$ cat src/rtl/utt_pkg.sv
package utt_pkg;

  localparam int unsigned UnitW = 16;
  localparam int unsigned ByteW = 8;
  localparam int unsigned CpW = 21;
  localparam int unsigned MaxBytes = 4;
  localparam int unsigned IdxW = $clog2(MaxBytes);
  localparam int unsigned QueueDepthDef = 2;

  localparam logic [UnitW-1:0] SurrHiMin = 16'hD800;
  localparam logic [UnitW-1:0] SurrHiMax = 16'hDBFF;
  localparam logic [UnitW-1:0] SurrLoMin = 16'hDC00;
  localparam logic [UnitW-1:0] SurrLoMax = 16'hDFFF;
  localparam logic [CpW-1:0] SuppBase = 21'h10000;
  localparam logic [CpW-1:0] Max1Byte = 21'h0007F;
  localparam logic [CpW-1:0] Max2Byte = 21'h007FF;
  localparam logic [CpW-1:0] Max3Byte = 21'h0FFFF;
  localparam logic [ByteW-1:0] Lead2 = 8'hC0;
  localparam logic [ByteW-1:0] Lead3 = 8'hE0;
  localparam logic [ByteW-1:0] Lead4 = 8'hF0;
  localparam logic [ByteW-1:0] Cont = 8'h80;

  // One queued command: the bytes of one code point, or a bare bad-string status.
  typedef struct packed {
    logic [MaxBytes-1:0][ByteW-1:0] bytes;
    logic [IdxW-1:0]                last_idx;
    logic                           eos;
    logic                           bare;
  } cmd_t;

  typedef struct packed {
    logic full;
    logic empty;
  } q_stat_t;

  function automatic cmd_t encode_cp(logic [CpW-1:0] cp, logic eos);
    cmd_t c;
    c = '0;
    c.eos = eos;
    if (cp <= Max1Byte) begin
      c.bytes[0] = cp[7:0];
      c.last_idx = IdxW'(0);
    end else if (cp <= Max2Byte) begin
      c.bytes[0] = Lead2 | {3'b000, cp[10:6]};
      c.bytes[1] = Cont | {2'b00, cp[5:0]};
      c.last_idx = IdxW'(1);
    end else if (cp <= Max3Byte) begin
      c.bytes[0] = Lead3 | {4'b0000, cp[15:12]};
      c.bytes[1] = Cont | {2'b00, cp[11:6]};
      c.bytes[2] = Cont | {2'b00, cp[5:0]};
      c.last_idx = IdxW'(2);
    end else begin
      c.bytes[0] = Lead4 | {5'b00000, cp[20:18]};
      c.bytes[1] = Cont | {2'b00, cp[17:12]};
      c.bytes[2] = Cont | {2'b00, cp[11:6]};
      c.bytes[3] = Cont | {2'b00, cp[5:0]};
      c.last_idx = IdxW'(3);
    end
    return c;
  endfunction

endpackage

$ cat src/rtl/utt_if.sv
interface utt_in_if;
  import utt_pkg::*;
  logic             valid;
  logic             ready;
  logic [UnitW-1:0] code_unit;
  logic             end_of_string;
  modport source (output valid, code_unit, end_of_string, input ready);
  modport sink (input valid, code_unit, end_of_string, output ready);
  modport mon (input valid, ready, code_unit, end_of_string);
endinterface

interface utt_out_if;
  import utt_pkg::*;
  logic             valid;
  logic             ready;
  logic [ByteW-1:0] out_byte;
  logic             has_byte;
  logic             last_of_run;
  logic             string_end;
  logic             bad_string;
  modport source (output valid, out_byte, has_byte, last_of_run, string_end, bad_string,
                  input ready);
  modport sink (input valid, out_byte, has_byte, last_of_run, string_end, bad_string,
                output ready);
  modport mon (input valid, ready, out_byte, has_byte, last_of_run, string_end, bad_string);
endinterface

$ cat src/rtl/utt_front.sv
module utt_front (
  input  logic             clk_i,
  input  logic             rst_ni,
  utt_in_if.sink           in_i,
  input  utt_pkg::q_stat_t stat_i,
  output logic             push_o,
  output utt_pkg::cmd_t    cmd_o
);
  import utt_pkg::*;

  logic [9:0]     held_q, held_d;
  logic           pend_q, pend_d;
  logic           fail_q, fail_d;
  logic           accept;
  logic           encode;
  logic [CpW-1:0] cp;
  logic [UnitW-1:0] u;
  logic           is_low, is_high;
  cmd_t           bare_cmd;

  assign in_i.ready = !stat_i.full;
  assign accept = in_i.valid && !stat_i.full;
  assign u = in_i.code_unit;

  always_comb begin
    is_low = u inside {[SurrLoMin:SurrLoMax]};
    is_high = u inside {[SurrHiMin:SurrHiMax]};
    held_d = held_q;
    pend_d = pend_q;
    fail_d = fail_q;
    encode = 1'b0;
    cp = '0;
    if (!fail_q) begin
      if (pend_q) begin
        if (is_low) begin
          cp = SuppBase + {1'b0, held_q, u[9:0]};
          encode = 1'b1;
          pend_d = 1'b0;
          held_d = '0;
        end else begin
          fail_d = 1'b1;
        end
      end else if (u == '0 || is_low) begin
        fail_d = 1'b1;
      end else if (is_high) begin
        held_d = u[9:0];
        pend_d = 1'b1;
        if (in_i.end_of_string) begin
          fail_d = 1'b1;
        end
      end else begin
        cp = {5'b00000, u};
        encode = 1'b1;
      end
    end

    bare_cmd = '0;
    bare_cmd.eos = 1'b1;
    bare_cmd.bare = 1'b1;

    if (fail_d) begin
      push_o = accept && in_i.end_of_string;
      cmd_o = bare_cmd;
    end else begin
      push_o = accept && encode;
      cmd_o = encode_cp(cp, in_i.end_of_string);
    end

    if (in_i.end_of_string) begin
      held_d = '0;
      pend_d = 1'b0;
      fail_d = 1'b0;
    end
  end

  always_ff @(posedge clk_i or negedge rst_ni) begin
    if (!rst_ni) begin
      held_q <= '0;
      pend_q <= 1'b0;
      fail_q <= 1'b0;
    end else if (accept) begin
      held_q <= held_d;
      pend_q <= pend_d;
      fail_q <= fail_d;
    end
  end

endmodule

$ cat src/rtl/utt_queue.sv
module utt_queue #(
  parameter int unsigned Depth = utt_pkg::QueueDepthDef
) (
  input  logic             clk_i,
  input  logic             rst_ni,
  input  logic             push_i,
  input  utt_pkg::cmd_t    push_cmd_i,
  input  logic             pop_i,
  output utt_pkg::cmd_t    head_o,
  output utt_pkg::q_stat_t stat_o
);
  import utt_pkg::*;

  localparam int unsigned PtrW = (Depth > 1) ? $clog2(Depth) : 1;
  localparam int unsigned CntW = $clog2(Depth + 1);
  localparam logic [PtrW-1:0] LastPtr = PtrW'(Depth - 1);

  cmd_t            mem_q [Depth];
  logic [PtrW-1:0] wr_q, wr_d;
  logic [PtrW-1:0] rd_q, rd_d;
  logic [CntW-1:0] cnt_q, cnt_d;
  logic            do_push, do_pop;

  assign stat_o.full = (cnt_q == CntW'(Depth));
  assign stat_o.empty = (cnt_q == '0);
  assign do_push = push_i && !stat_o.full;
  assign do_pop = pop_i && !stat_o.empty;
  assign head_o = mem_q[rd_q];

  always_comb begin
    wr_d = wr_q;
    rd_d = rd_q;
    cnt_d = cnt_q;
    if (do_push) begin
      wr_d = (wr_q == LastPtr) ? '0 : wr_q + PtrW'(1);
    end
    if (do_pop) begin
      rd_d = (rd_q == LastPtr) ? '0 : rd_q + PtrW'(1);
    end
    if (do_push && !do_pop) begin
      cnt_d = cnt_q + CntW'(1);
    end else if (do_pop && !do_push) begin
      cnt_d = cnt_q - CntW'(1);
    end
  end

  always_ff @(posedge clk_i or negedge rst_ni) begin
    if (!rst_ni) begin
      wr_q <= '0;
      rd_q <= '0;
      cnt_q <= '0;
    end else begin
      wr_q <= wr_d;
      rd_q <= rd_d;
      cnt_q <= cnt_d;
    end
  end

  always_ff @(posedge clk_i) begin
    if (do_push) begin
      mem_q[wr_q] <= push_cmd_i;
    end
  end

endmodule

$ cat src/rtl/utt_back.sv
module utt_back (
  input  logic             clk_i,
  input  logic             rst_ni,
  input  utt_pkg::cmd_t    head_i,
  input  utt_pkg::q_stat_t stat_i,
  output logic             pop_o,
  utt_out_if.source        out_o
);
  import utt_pkg::*;

  logic [IdxW-1:0]  idx_q, idx_d;
  logic             valid_q, valid_d;
  logic [ByteW-1:0] byte_q;
  logic             has_q, last_q, send_q, bad_q;
  logic             load;
  logic             is_last;

  assign load = !stat_i.empty && (!valid_q || out_o.ready);
  assign is_last = (idx_q == head_i.last_idx);
  assign pop_o = load && is_last;

  always_comb begin
    idx_d = idx_q;
    valid_d = valid_q;
    if (load) begin
      valid_d = 1'b1;
      idx_d = is_last ? '0 : idx_q + IdxW'(1);
    end else if (out_o.ready) begin
      valid_d = 1'b0;
    end
  end

  always_ff @(posedge clk_i or negedge rst_ni) begin
    if (!rst_ni) begin
      idx_q <= '0;
      valid_q <= 1'b0;
    end else begin
      idx_q <= idx_d;
      valid_q <= valid_d;
    end
  end

  always_ff @(posedge clk_i) begin
    if (load) begin
      byte_q <= head_i.bytes[idx_q];
      has_q <= !head_i.bare;
      last_q <= is_last;
      send_q <= is_last && head_i.eos;
      bad_q <= head_i.bare;
    end
  end

  assign out_o.valid = valid_q;
  assign out_o.out_byte = byte_q;
  assign out_o.has_byte = has_q;
  assign out_o.last_of_run = last_q;
  assign out_o.string_end = send_q;
  assign out_o.bad_string = bad_q;

endmodule

$ cat src/rtl/utf16_to_utf8_transcoder_top.sv
// Channel | Direction | Payload                                              | Handshake
// in_i    | sink      | code_unit[15:0], end_of_string                       | valid/ready
// out_o   | source    | out_byte[7:0], has_byte, last_of_run, string_end,    | valid/ready
//         |           | bad_string                                           |
//
// An item is accepted in any cycle in which the command queue has room; each item gives
// zero to four results, and the output register sends one result per cycle unless stalled;
// an item of n bytes (four at most) stays at the queue head until its last byte is loaded.
// With the queue and output register empty, an accepted item is written to the queue and
// its first result is then loaded from the queue head into the output register.
// The asynchronous reset clears the surrogate state, the queue pointers and the output valid.
// A stalled output holds its result; once the queue is full, input ready falls.
module utf16_to_utf8_transcoder_top #(
  parameter int unsigned QueueDepth = utt_pkg::QueueDepthDef
) (
  input logic    clk_i,
  input logic    rst_ni,
  utt_in_if.sink    in_i,
  utt_out_if.source out_o
);
  import utt_pkg::*;

  cmd_t    push_cmd;
  cmd_t    head;
  q_stat_t stat;
  logic    push;
  logic    pop;

  utt_front u_front (
    .clk_i  (clk_i),
    .rst_ni (rst_ni),
    .in_i   (in_i),
    .stat_i (stat),
    .push_o (push),
    .cmd_o  (push_cmd)
  );

  utt_queue #(
    .Depth (QueueDepth)
  ) u_queue (
    .clk_i      (clk_i),
    .rst_ni     (rst_ni),
    .push_i     (push),
    .push_cmd_i (push_cmd),
    .pop_i      (pop),
    .head_o     (head),
    .stat_o     (stat)
  );

  utt_back u_back (
    .clk_i  (clk_i),
    .rst_ni (rst_ni),
    .head_i (head),
    .stat_i (stat),
    .pop_o  (pop),
    .out_o  (out_o)
  );

endmodule

$ cat src/flat_wrapper.sv
// flat-port wrapper written by rule: the top's interface ports become plain ports
module utf16_to_utf8_transcoder_top_flat import utt_pkg::*;
#(
  parameter int unsigned QueueDepth = utt_pkg::QueueDepthDef
)
  (clk_i, rst_ni, in_i_valid, in_i_code_unit, in_i_end_of_string, in_i_ready, out_o_valid, out_o_out_byte, out_o_has_byte, out_o_last_of_run, out_o_string_end, out_o_bad_string, out_o_ready);
  utt_in_if in_i_i ();
  utt_out_if out_o_i ();
  input logic clk_i;
  input logic rst_ni;
  input wire logic [$bits(in_i_i.valid)-1:0] in_i_valid;
  input wire logic [$bits(in_i_i.code_unit)-1:0] in_i_code_unit;
  input wire logic [$bits(in_i_i.end_of_string)-1:0] in_i_end_of_string;
  output wire logic [$bits(in_i_i.ready)-1:0] in_i_ready;
  output wire logic [$bits(out_o_i.valid)-1:0] out_o_valid;
  output wire logic [$bits(out_o_i.out_byte)-1:0] out_o_out_byte;
  output wire logic [$bits(out_o_i.has_byte)-1:0] out_o_has_byte;
  output wire logic [$bits(out_o_i.last_of_run)-1:0] out_o_last_of_run;
  output wire logic [$bits(out_o_i.string_end)-1:0] out_o_string_end;
  output wire logic [$bits(out_o_i.bad_string)-1:0] out_o_bad_string;
  input wire logic [$bits(out_o_i.ready)-1:0] out_o_ready;
  assign in_i_i.valid = in_i_valid;
  assign in_i_i.code_unit = in_i_code_unit;
  assign in_i_i.end_of_string = in_i_end_of_string;
  assign in_i_ready = in_i_i.ready;
  assign out_o_valid = out_o_i.valid;
  assign out_o_out_byte = out_o_i.out_byte;
  assign out_o_has_byte = out_o_i.has_byte;
  assign out_o_last_of_run = out_o_i.last_of_run;
  assign out_o_string_end = out_o_i.string_end;
  assign out_o_bad_string = out_o_i.bad_string;
  assign out_o_i.ready = out_o_ready;
  utf16_to_utf8_transcoder_top #(.QueueDepth(QueueDepth)) u_core (.clk_i(clk_i), .rst_ni(rst_ni), .in_i(in_i_i), .out_o(out_o_i));
endmodule
$ cat config.mk
export PLATFORM = sky130hd
export DESIGN_NAME = utf16_to_utf8_transcoder_top_flat
export DESIGN_NICKNAME = d
export VERILOG_FILES = /design/src/rtl/utt_pkg.sv /design/src/rtl/utt_if.sv /design/src/rtl/utt_front.sv /design/src/rtl/utt_queue.sv /design/src/rtl/utt_back.sv /design/src/rtl/utf16_to_utf8_transcoder_top.sv /design/src/flat_wrapper.sv
export SDC_FILE = /design/constraint.sdc
export NUM_CORES = 1
export LEC_CHECK = 0
export ABC_AREA = 1
export CAP_MARGIN = 20
export CELL_PAD_IN_SITES_DETAIL_PLACEMENT = 0
export CELL_PAD_IN_SITES_GLOBAL_PLACEMENT = 2
export CORE_MARGIN = 1.5
export CORE_UTILIZATION = 40
export CTS_BUF_LIST = sky130_fd_sc_hd__clkbuf_8
export CTS_CLUSTER_DIAMETER = 50
export CTS_CLUSTER_SIZE = 20
export DETAILED_ROUTE_END_ITERATION = 10
export DONT_BUFFER_PORTS = 1
export PLACE_DENSITY_LB_ADDON = 0.1
export SLEW_MARGIN = 20
export SYNTH_ARGS = -nofsm -noshare
export SYNTH_HDL_FRONTEND = slang
export SYNTH_SLANG_ARGS = --single-unit
$ cat constraint.sdc
create_clock -name clk_i -period 5.9 [get_ports clk_i]
set_input_delay 0.59 -clock clk_i [delete_from_list [all_inputs] [get_ports clk_i]]
set_output_delay 0.59 -clock clk_i [all_outputs]
set_load 0.01 [all_outputs]
# After elaboration in Yosys (flattened, before gate mapping)
# Memory sizes are Yosys's and may differ from the RTL's.
# Cells that the tools add are included.
# totals
regBits	31
ramBits	72
out_inout_bits	14
elab_cells	107
mem_count	1
# op_classes
add_sub_neg	6
order_cmp	8
eq_ne	5
muxes	47
n_reduce_logical	27
# mem_list
name	words	width	read_ports	rd_ports_with_merged_regs	write_ports	line	source
u_core.u_queue.mem_q	2	36	1	0	1	utt_queue.sv:18	cmd_t mem_q [Depth];
# op_table
operator	n
$mux W10	7
$mux W21	3
$mux W16	3
$mux W24	2
$mux W36	1
$ge A16 B16 Y1 const B	2
$le A16 B16 Y1 const B	2
$mux W1	24
$add A17 B20 Y21 const A	1
$le A21 B11 Y1 const B	1
$le A21 B16 Y1 const B	1
$le A21 B7 Y1 const B	1
$mux W18	1
$bmux W8 S2	1
$logic_not A16 Y1	1
$mux W8	2
$logic_and A1 B1 Y1	12
$logic_not A1 Y1	6
$mux W2	3
$reduce_and A5 Y1	1
$add A2 B1 Y2 const B	2
$reduce_bool A2 Y1	2
$lt A2 B3 Y1 const B	1
$ne A3 B2 Y1 const B	1
other kinds (10)	12

# Longest topological paths before layout
# depth
word_depth	13
ltp_mapped	17

# Hierarchy
# From an unflattened synthesis, not the netlist that was laid out.
# unflattened
hier_cells	574
hier_area_um2	5291.3
# modules_own_cells
module	n_inst	cells_per_inst	area_each_um2
utt_queue	1	219	2846.5
utt_front	1	268	1621.6
utt_back	1	87	823.3

# Worst setup path before layout
# No wires, ideal clock.
# synth_timing
kind	input to register
startpoint	input port in_i_code_unit[14]
endpoint	memory u_core.u_queue.mem_q[1][0] (netlist name) (enable)
setup_time_ps	421
arrival_time_ps	2966
required_ps	5479
slack_ps	2513
stages	12
n_path_buf	0
cell_sequence	nand2_1 > nor2_4 > nand2_4 > nand2_2 > nand2_2 > inv_4 > nand3_1 > nand2_1 > inv_1 > a21oi_1 > nand2_1 > nor2_1
# synth_via
elab_chain_cells	11
word_cells_on_any_way	23
classes_between	4 x order compare; 13 x mux; 6 x reduce/logical
# synth_lines
element	line	source
start: declaration	flat_wrapper.sv:12	input wire logic [$bits(in_i_i.code_unit)-1:0] in_i_code_unit;
$ge A16 B16 Y1, or another cell as far along	utt_front.sv:27	is_high = u inside {[SurrHiMin:SurrHiMax]};
$logic_and A1 B1 Y1 (on tied branches)	utt_front.sv:27, utt_front.sv:26	
$mux W1 or $logic_or A1 B1 Y1 (tied branches)	utt_front.sv:45, utt_front.sv:43	
$mux W1	utt_front.sv:43	end else if (u == '0 || is_low) begin
$mux W1	utt_front.sv:34	if (pend_q) begin
$mux W1	utt_front.sv:33	if (!fail_q) begin
$logic_and A1 B1 Y1	utt_front.sv:65	push_o = accept && encode;
$mux W1 (*)	utt_front.sv:61	if (fail_d) begin
$logic_and A1 B1 Y1 (*)	utt_queue.sv:26	assign do_push = push_i && !stat_o.full;
$mux W1 (*)	utt_queue.sv:60	if (do_push) begin
$mux W1 (not written as such) (*)	utt_queue.sv:61	mem_q[wr_q] <= push_cmd_i;
end: declaration	utt_queue.sv:18	
# Every way passes the cells marked *; elsewhere a longest branch is shown, timed or not.

# Worst setup path in the final report
# layout_timing
startpoint	register u_core.u_queue.rd_q
endpoint	register u_core.u_queue.cnt_q[1]
# layout_via
elab_chain_cells	7
word_cells_on_any_way	9
classes_between	1 x eq/ne; 1 x mux; 6 x reduce/logical; 1 x memory
# layout_lines
element	line	source
start: declaration	utt_queue.sv:20	logic [PtrW-1:0] rd_q, rd_d;
start signal: assignment	utt_queue.sv:54	rd_q <= rd_d;
$mem_v2 Z2 W36 (*)	--	
$eq A2 B2 Y1 (*)	utt_back.sv:19	assign is_last = (idx_q == head_i.last_idx);
named net u_core.u_back.is_last	utt_back.sv:16	logic is_last;
$logic_and A1 B1 Y1 (*)	utt_back.sv:20	assign pop_o = load && is_last;
$logic_and A1 B1 Y1 (*)	utt_queue.sv:27	assign do_pop = pop_i && !stat_o.empty;
$logic_not A1 Y1	utt_queue.sv:40	if (do_push && !do_pop) begin
$logic_and A1 B1 Y1	utt_queue.sv:40	
$mux W2 or $reduce_bool A2 Y1 (tied branches)	--	
end signal: assignment	utt_queue.sv:55	cnt_q <= cnt_d;
end: declaration	utt_queue.sv:21	logic [CntW-1:0] cnt_q, cnt_d;
# Mark *: on every way through the listed nets, which the timed path passes. The rest lies on a longest branch.
# A chain may end at the register's enable or synchronous reset.

==> impl_metrics.tcl <==
set metrics [dict create \
    routed_via_density 5.00 \
    drt_iter0_drc 271 \
    min-delay-start "out_o_ready" \
    hold_depth 1 \
    cpLargestDelayFamily "flip-flops" \
    diodes 0 \
    timing.final.crit_share 0.562 \
    p_total_mw 2.15 \
    r2r_cells 11 \
    end_kind "flop" \
    setup_violations 0 \
    slowest_delay_ns 1.02 \
    wirelength_um 10500 \
    cts.htree.levels 3 \
    clock.fmax_mhz 302 \
    grt_pass1_wl_um 17600 \
    skew_ns 0.00817 \
    slew_viol_final 0 \
    port-buffer-count 0 \
    synth_top_area_share 0.486 \
    drive_gt1_frac 0.0895 \
    arrival_ns 3.56 \
    ys_seq_area_frac 0.588 \
    drc_errors 0 \
    period_needed_ns 3.31 \
    regToRegSetupSlack_ns 2.59 \
    crit_top_cell "nand2_1" \
    multiInputGateArea_um2 1650 \
    place.gp.congestion 0.775 \
    ir_drop_v 0.000185 \
    max_slew_margin 0.320 \
    final_common_cell "nand2_1" \
    rows 39 \
    clk_latency_ns 0.37 \
    status "complete, no violations" \
    path_buf_inv 2 \
    yosys.area.top_type "edfxtp_1" \
    cp_max_fo 33 \
    grt_max_degree 34 \
    dr.pass1.iters 5 \
    coreArea_um2 11400 \
    die_width_um 111 \
    yosys-top-cells-area "edfxtp_1 49%, dfrtp_1 10%, nand2_1 7.2%" \
    ant_nets 0 \
    synth_fp_nets 524 \
    setup_tns_ns 0 \
    rsz0062_at_grt "no" \
    grt_antenna_before_repair 0 \
    syn_inst 501 \
    clockRootBuffer "clkbuf_8" \
    cts_tree "done" \
    ys_ff_latch 95 \
    design_area_um2 4980 \
    vias 3227 \
    overflow 0 \
    fill_cells 1141 \
    mostFrequentLayoutCells "90 x nand2_1, 86 x nor2_1, 76 x edfxtp_1, 56 x o21ai_0, 52 x inv_1" \
    r2r_end "u_core.u_queue.cnt_q[1]" \
    pwr_density_cell_nw_per_um2 432 \
    num_io_pins 35 \
    die_h_um 111 \
    syn_to_final_growth_pct 6.16 \
    cts_setup_buffers 0 \
    finalHoldViolCount 0 \
    clockBufferDepth 2 \
    synthesis.area_um2 4690 \
    post_drt_wl_per_cell_um 16.2 \
    yosysUniqueCellTypes 38 \
    placed_area_um2 4830 \
    hp-class "input pin to flop" \
    post-route-util 0.436 \
    grtUsageTotal 0.183 \
    clock_sinks 95 \
    fin_nets 523 \
    critPathKind "flop to flop" \
    die-area_um2 12400 \
    clkTransAtPathRegs_ns 0.08 \
    start_util 0.411 \
    cap_violations 0 \
    r2r-start "u_core.u_queue.rd_q" \
    p_leak_nw 2.05 \
    path_cells "inv_1 -> nand2_1 -> nand2_1 -> xor2_1 -> nand3_1 -> inv_1 -> nand2_1 -> ha_1 -> a21oi_1 -> o21ai_0 -> xor2_1" \
    numCtsBuffers 9 \
    worst_pin_slew_ns 1.02 \
    grt_pass1_vias 3321 \
    start_kind "flop" \
    yosys_warnings 0 \
    regArea_um2 2760 \
    critPathSlowestCell "dfrtp_1" \
    place_inst 631 \
    finalNonFillerCells 646 \
    synth.avg_cell_area_um2 9.37 \
    dp.final_hpwl_um 7470 \
    hold_end "u_core.u_back.out_o.valid" \
    cp.required_ns 6.15 \
]
==> state kept, by name, summed over array words and instances (netlist names), 2 cells and up <==
name	flops
u_core.u_queue.cnt_q	2
u_core.u_front.held_q	10
u_core.u_back.out_o.out_byte	8
u_core.u_queue.mem_q	64
u_core.u_back.idx_q	2
==> cells in the mapped netlist (all sizes together) <==
| master | number |
|---|---|
| nand2 | 101 |
| nor2 | 94 |
| edfxtp | 76 |
| o21ai | 62 |
| inv | 55 |
| nand3 | 33 |
| dfrtp | 19 |
| clkbuf | 13 |
| a21oi | 12 |
| a31oi | 7 |
| o22ai | 6 |
| buf | 4 |
| xor2 | 4 |
| a221oi | 2 |
| ha | 2 |
| nand4 | 2 |
| or2 | 2 |
| a31o | 1 |
| mux2i | 1 |
| nor3 | 1 |
| nor4 | 1 |
| o211a | 1 |
| o21bai | 1 |
| xnor2 | 1 |
==> layout make-up <==
| class | count | share of cell area |
|---|---|---|
| clock buffers | 9 | 0.0249 |
| clock inverters | 5 | 0.00402 |
| inverters | 55 | 0.0419 |
| multi-input cells | 334 | 0.332 |
| flip-flops and latches | 95 | 0.554 |
| well taps | 143 | 0.0359 |
| repair buffers | 5 | 0.00804 |
==> how the worst max path moves through the flow <==
stage / start / endpoint / slack [ns] / cells past startpoint
4_1_cts: u_core.u_queue.rd_q / u_core.u_queue.cnt_q[1] / 2.57 / 11
3_5_place_dp: u_core.u_queue.rd_q / u_core.u_queue.cnt_q[1] / 2.61 / 11
2_1_floorplan: in_i_code_unit[14] / u_core.u_queue.mem_q[1][0] / 2.51 / 12
3_3_place_gp: u_core.u_queue.rd_q / u_core.u_queue.cnt_q[1] / 2.66 / 11
6_report: u_core.u_queue.rd_q / u_core.u_queue.cnt_q[1] / 2.59 / 11
5_1_grt: u_core.u_queue.rd_q / u_core.u_queue.cnt_q[1] / 2.24 / 11
==> routing by layer <==
metal	vias to the layer above	GRT usage	routed length, um
li1	1667	-	-
met1	1481	0.242	5030
met2	62	0.297	4860
met3	17	0.0421	352
met4	0	0.0709	235
met5	-	0	0
==> cells by family after synthesis <==
kind of cell	Yosys count	share of synthesized area
adder cells (fa/ha/maj)	2	0.00533
AO/OA/AOI/OAI	92	0.106
flip-flops	95	0.588
AND/OR/NAND/NOR	234	0.229
XOR/XNOR	5	0.00933
multiplexers	1	0.00213
buffers and inverters	72	0.0608
==> power breakdown <==
group / switching, mW / leakage, nW / total [mW] / internal (mW)
sequential: 0.145 / 0.931 / 1.14 / 0.994
combinational: 0.447 / 1.04 / 0.662 / 0.215
clock: 0.208 / 0.0824 / 0.350 / 0.142
total: 0.799 / 2.05 / 2.15 / 1.35
==> metrics by stage <==
step / hold slack (ns) / setup slack, ns
2_1_floorplan: 0.294 / 2.51
3_3_place_gp: 0.295 / 2.66
3_5_place_dp: 0.295 / 2.61
4_1_cts: 0.293 / 2.57
5_1_grt: 0.301 / 2.24
6_report: 0.308 / 2.59
==> timing repair <==
action                                  CTS  global route
endpoints found under the setup margin    0             0
hold buffers                              1             0
endpoints found under the hold margin    19             0
gates resized for setup                   0             0
(Power assumes the default switching activity.)
